==> config.mk <==
export PLATFORM = sky130hd
export DESIGN_NAME = hsd_ctrl
export DESIGN_NICKNAME = d
export VERILOG_FILES = /design/src/sv/hsd_pkg.sv /design/src/sv/hsd_ctrl.sv
export SDC_FILE = /design/constraint.sdc
export NUM_CORES = 1
export LEC_CHECK = 0
export BUFFER_PORTS_ARGS = -buffer_cell sky130_fd_sc_hd__buf_2
export CAP_MARGIN = 20
export CORE_ASPECT_RATIO = 0.9
export CORE_MARGIN = 2
export CORE_UTILIZATION = 50
export CTS_CLUSTER_DIAMETER = 60
export DETAILED_ROUTE_END_ITERATION = 16
export HOLD_SLACK_MARGIN = 0.02
export PLACE_DENSITY = 0.79
export SKIP_CTS_REPAIR_TIMING = 1
export SLEW_MARGIN = 20
export SYNTH_ARGS = -nofsm -noshare
export SYNTH_HDL_FRONTEND = slang
export SYNTH_SLANG_ARGS = --single-unit
==> constraint.sdc <==
create_clock -name i_clk -period 2.5 [get_ports i_clk]
set_input_delay 0.5 -clock i_clk [delete_from_list [all_inputs] [get_ports i_clk]]
set_output_delay 0.5 -clock i_clk [all_outputs]
set_load 0.02 [all_outputs]
==> src/sv/hsd_pkg.sv <==
// Shared types, sizes and helpers for the descending tagged heapsort block.
// Used by the channel interfaces, the RAM users, the controller and the datapath.
package hsd_pkg;

    localparam int DEPTH   = 64;
    localparam int ADDR_W  = $clog2(DEPTH);
    localparam int CNT_W   = $clog2(DEPTH + 1);
    localparam int CHILD_W = CNT_W + 1;
    localparam int KEY_W   = 32;
    localparam int TAG_W   = 16;
    localparam int ITEM_W  = KEY_W + TAG_W;

    typedef logic signed [KEY_W-1:0] t_key;
    typedef logic [TAG_W-1:0]        t_tag;

    typedef struct packed {
        t_key key;
        t_tag tag;
    } t_item;

    // Datapath operations issued by the controller
    typedef enum logic [3:0] {
        OP_NONE     = 4'd0,
        OP_LOAD     = 4'd1,
        OP_INIT     = 4'd2,
        OP_OUTER    = 4'd3,
        OP_HOLD_A   = 4'd4,
        OP_HOLD_B   = 4'd5,
        OP_SIFT_RD  = 4'd6,
        OP_SIFT_CMP = 4'd7,
        OP_FINAL    = 4'd8,
        OP_EMIT_RD  = 4'd9,
        OP_EMIT_LD  = 4'd10,
        OP_NEXT     = 4'd11,
        OP_DONE     = 4'd12
    } t_op;

    typedef struct packed {
        t_op op;
    } t_cmd;

    typedef struct packed {
        logic small_set;   // set holds at most one item, nothing to sort
        logic left_gt1;    // heap build phase still running
        logic right_is2;   // extraction leaves a single item
        logic child_in;    // current child lies inside the heap
        logic swap;        // held item sinks below the chosen child
        logic last_emit;   // the item being emitted closes the set
    } t_stat;

    function automatic logic key_gt(input t_key a, input t_key b);
        return $signed(a) > $signed(b);
    endfunction

endpackage

==> src/sv/hsd_ctrl.sv <==
// Sequencer for load, heap build, extraction and emit phases.
// Depends on hsd_pkg; drives the datapath through t_cmd, reads back t_stat.
module hsd_ctrl (
    input  logic           i_clk,
    input  logic           i_rst_n,
    input  logic           i_in_valid,
    input  logic           i_last_in,
    input  logic           i_out_ready,
    input  hsd_pkg::t_stat i_stat,
    output hsd_pkg::t_cmd  o_cmd,
    output logic           o_in_ready
);
    import hsd_pkg::*;

    typedef enum logic [10:0] {
        S_LOAD      = 11'b000_0000_0001,
        S_INIT      = 11'b000_0000_0010,
        S_OUTER     = 11'b000_0000_0100,
        S_HOLD_A    = 11'b000_0000_1000,
        S_HOLD_B    = 11'b000_0001_0000,
        S_SIFT_RD   = 11'b000_0010_0000,
        S_SIFT_CMP  = 11'b000_0100_0000,
        S_FINAL     = 11'b000_1000_0000,
        S_EMIT_RD   = 11'b001_0000_0000,
        S_EMIT_LD   = 11'b010_0000_0000,
        S_EMIT_WAIT = 11'b100_0000_0000
    } t_state;

    t_state r_state;
    t_state n_state;

    always_ff @(posedge i_clk) begin
        if (!i_rst_n) begin
            r_state <= S_LOAD;
        end else begin
            r_state <= n_state;
        end
    end

    always_comb begin
        n_state    = r_state;
        o_cmd.op   = OP_NONE;
        o_in_ready = 1'b0;
        unique case (r_state)
            S_LOAD: begin
                o_in_ready = 1'b1;
                if (i_in_valid) begin
                    o_cmd.op = OP_LOAD;
                    if (i_last_in) begin
                        n_state = S_INIT;
                    end
                end
            end
            S_INIT: begin
                o_cmd.op = OP_INIT;
                n_state  = i_stat.small_set ? S_EMIT_RD : S_OUTER;
            end
            S_OUTER: begin
                o_cmd.op = OP_OUTER;
                n_state  = i_stat.left_gt1 ? S_HOLD_A : S_HOLD_B;
            end
            S_HOLD_A: begin
                o_cmd.op = OP_HOLD_A;
                n_state  = S_SIFT_RD;
            end
            S_HOLD_B: begin
                o_cmd.op = OP_HOLD_B;
                n_state  = i_stat.right_is2 ? S_FINAL : S_SIFT_RD;
            end
            S_SIFT_RD: begin
                o_cmd.op = OP_SIFT_RD;
                n_state  = i_stat.child_in ? S_SIFT_CMP : S_OUTER;
            end
            S_SIFT_CMP: begin
                o_cmd.op = OP_SIFT_CMP;
                n_state  = i_stat.swap ? S_SIFT_RD : S_OUTER;
            end
            S_FINAL: begin
                o_cmd.op = OP_FINAL;
                n_state  = S_EMIT_RD;
            end
            S_EMIT_RD: begin
                o_cmd.op = OP_EMIT_RD;
                n_state  = S_EMIT_LD;
            end
            S_EMIT_LD: begin
                o_cmd.op = OP_EMIT_LD;
                n_state  = S_EMIT_WAIT;
            end
            S_EMIT_WAIT: begin
                if (i_out_ready) begin
                    if (i_stat.last_emit) begin
                        o_cmd.op = OP_DONE;
                        n_state  = S_LOAD;
                    end else begin
                        o_cmd.op = OP_NEXT;
                        n_state  = S_EMIT_RD;
                    end
                end
            end
            default: begin
                n_state = S_LOAD;
            end
        endcase
    end
endmodule

==> results.txt <==
Place WS - 0.113 ns
Register with the most flip-flops - r_state
Fin crit share - 107%
CTS tree - yes
Syn-to-layout area delta - 25.9%
CP peak stage delay - 0.53 ns
Synth Instances - 110
Pre-antenna DRT Iters - 4
Syn_area_per_cell - 7.47 µm²
Tightest Pin Transition - 0.429 ns
Arrival @ worst endpoint - 2.17 ns
Post-synth EDFFs - 0
Core area - 0.00150 mm²
Starting DRT DRC Count - 46
Netlist cell types - 39
Setup ws final - -0.166 ns
Num CTS Buffers - 3
I/O Buffers - 15
Die H - 42.5 µm
Via Count - 949
Post-route clock skew - 0.00123 ns
Worst endpoint required time - 2.00 ns
Nets - 146
Worst skew pair latency - 0.29 ns
Max reg flops - 11
Largest registers - r_state x11
Post-layout power - 481 µW
Final slew viol count - 0
Unrepaired setup endpoints after global routing - true
Crit Path Category - reg -> out
Gr ovfl total - 0
Netlist Area Pre-Place - 822 µm²
Critical-path maximum fanout - 2
MaxCap Viol Count - 0
Worst Hold Class - in -> reg
Max VDD drop - 419 µV
Final wirelength - 2440 µm
Endpoints failing setup - 2
Worst-path cell chain - or4_4 > or4_4 > o32a_1 > o211ai_1 > buf_4
Most used cell, CP - or4_4
Failing checks - setup timing
CP endpoint kind - output port
Post-detailed-route count of antenna-violating nets - 0
Syn Nets - 121
Fraction of layout cells with a size suffix above 1 - 32.1%
Register area share after synthesis - 26.8%
Root Buffer - clkbuf_4
GRT Util Overall - 28.1%
Worst-path clk slew - 0.08 ns
Average wire per standard cell - 15.6 µm
Initial Utilization - 54.9%
Async S/R FF share, synth - 0%
Ant. Diodes - 0
Pwr Density - 465 mW/mm²
Final Core Density - 69.1%
Crit path time final - 2.67 ns
Static Leak - 0.000454 µW
Worst path slowest cell - or4_4
Vias in the first global route - 913
DR vias/cell - 6.08
FP Rows - 13
Die X - 46.7 µm
Yosys warning count - 0
Worst Path Buf+Inv - 1
Global-route wire length before repair - 4000 µm
RD Place Congestion - 0.939
# fillers - 128
Largest net degree at the start of global routing - 12
Prevailing post-synth register cell - dfxtp_1
CP delay by family, top - simple AND/OR/NAND/NOR gates
CTS sink cnt - 11
DRC viols - 0
I/O pins - 16
FF+latch count, synth - 11
H-Tree Depth - 1
Crit start category - flip-flop
Hold Fails Final Rpt - 0
CTS Buffer Depth - 2
Max-slew headroom - 71.4%
Initial antenna violation count - 0
Die ar. - 0.00198 mm²
Detail Placement HPWL - 1740 µm
Fmax achieved - 375 MHz
Status - finished with violations
[where the power goes]
part	total, µW	switching [µW]	internal (µW)	leakage (µW)
combinational	150	87.8	62.2	0.000347
clock	138	78.3	59.6	0.0000177
sequential	193	9.55	184	0.0000892
total	481	176	306	0.000454
[Yosys cell counts, types with 2 or more instances]
| cell | number | area [µm²] |
|---|---|---|
| a21oi_1 | 4 | 20.0 |
| and2_1 | 2 | 12.5 |
| clkbuf_1 | 6 | 22.5 |
| dfxtp_1 | 11 | 220 |
| inv_1 | 4 | 15.0 |
| nand2_1 | 12 | 45.0 |
| nand2b_1 | 2 | 12.5 |
| nand3_1 | 5 | 25.0 |
| nor2_1 | 11 | 41.3 |
| nor3_1 | 6 | 30.0 |
| nor3b_1 | 3 | 22.5 |
| nor4_1 | 2 | 12.5 |
| nor4b_1 | 3 | 26.3 |
| o211ai_1 | 3 | 22.5 |
| o21ai_0 | 2 | 10.0 |
| or2_2 | 2 | 12.5 |
| or3_1 | 3 | 18.8 |
| or4_1 | 4 | 30.0 |
| xnor2_1 | 2 | 17.5 |
| xor2_1 | 4 | 35.0 |
[layout make-up]
| cell class | count | area [µm²] | share of cell area (%) |
|---|---|---|---|
| clock buffers | 3 | 22.5 | 2.18 |
| well taps | 22 | 27.5 | 2.66 |
| multi-input cells | 87 | 564 | 54.5 |
| flip-flops and latches | 11 | 223 | 21.5 |
| inverters | 4 | 15.0 | 1.45 |
| clock inverters | 1 | 5.00 | 0.484 |
| repair buffers | 28 | 178 | 17.2 |
[metrics by stage]
| step | setup TNS (ns) | hold WS [ns] | instances | cell area, µm² |
|---|---|---|---|---|
| 4_1_cts | -0.406 | 0.377 | 156 | 1010 |
| 5_1_grt | -0.445 | 0.380 | 156 | 1030 |
| 6_report | -0.329 | 0.371 | 156 | 1030 |
| 3_5_place_dp | 0 | 0.587 | 152 | 985 |
| 3_3_place_gp | 0 | 0.582 | 152 | 985 |
| 2_1_floorplan | 0 | 0.540 | 110 | 822 |
[layout by cell type, fill, tap and decap left out, types with 2 or more instances in the layout]
| cell type | synthesis | routed |
|---|---|---|
| nor2_1 | 11 | 11 |
| o21ai_0 | 2 | 2 |
| o211ai_1 | 3 | 3 |
| nand2_1 | 12 | 12 |
| buf_4 | 0 | 15 |
| clkbuf_4 | 0 | 3 |
| and2_1 | 2 | 2 |
| nand2b_1 | 2 | 2 |
| nor4b_1 | 3 | 3 |
| buf_2 | 0 | 13 |
| nor3b_1 | 3 | 3 |
| xnor2_1 | 2 | 2 |
| or2_2 | 2 | 2 |
| nor4_1 | 2 | 2 |
| xor2_1 | 4 | 4 |
| or4_1 | 4 | 2 |
| inv_1 | 4 | 4 |
| dfxtp_2 | 0 | 2 |
| dfxtp_1 | 11 | 9 |
| or3_1 | 3 | 3 |
| nand3_1 | 5 | 5 |
| a21oi_1 | 4 | 4 |
| nor3_1 | 6 | 6 |
| or4_4 | 1 | 3 |
[path summary, 6_finish.rpt]
check / start / endpoint / slack (ns) / cells after the start
setup / recovery: r_state[4]$_SDFFE_PN0P_ / o_cmd[1] / -0.17 / 5
hold / removal: i_stat[4] / r_state[4]$_SDFFE_PN0P_ / 0.37 / 2
setup reg to reg: r_state[1]$_SDFFE_PN0P_ / r_state[9]$_SDFFE_PN0P_ / 0.54 / 5
hold reg to reg: r_state[8]$_SDFFE_PN0P_ / r_state[9]$_SDFFE_PN0P_ / 0.61 / 3
[cells by family (layout without fill, tap and decap cells)]
family	after synthesis	count (layout)	share of synthesized area, %
xor+xnor	6	6	6.39
compound gates	18	18	16.1
simple gates	62	62	43.1
buf+inv	12	36	6.39
flops	11	11	26.8
mux	1	1	1.22
[worst register-to-register path, cell delays in order (launching register included)]
cell,delay [ns]
dfxtp_1,0.36
or4_4,0.53
buf_4,0.17
or4_1,0.52
o211ai_2,0.18
nor4_1,0.09
[routing by layer]
metal / vias to the layer above / global-route usage [%] / wire, µm
met1: 451 / 35.4 / 1040
met3: 2 / 9.05 / 216
li1: 452 / - / -
met4: 0 / 8.89 / 22
met2: 44 / 44.4 / 1170
met5: - / 0 / 0
Note: power is estimated with default switching activity, not from simulation.
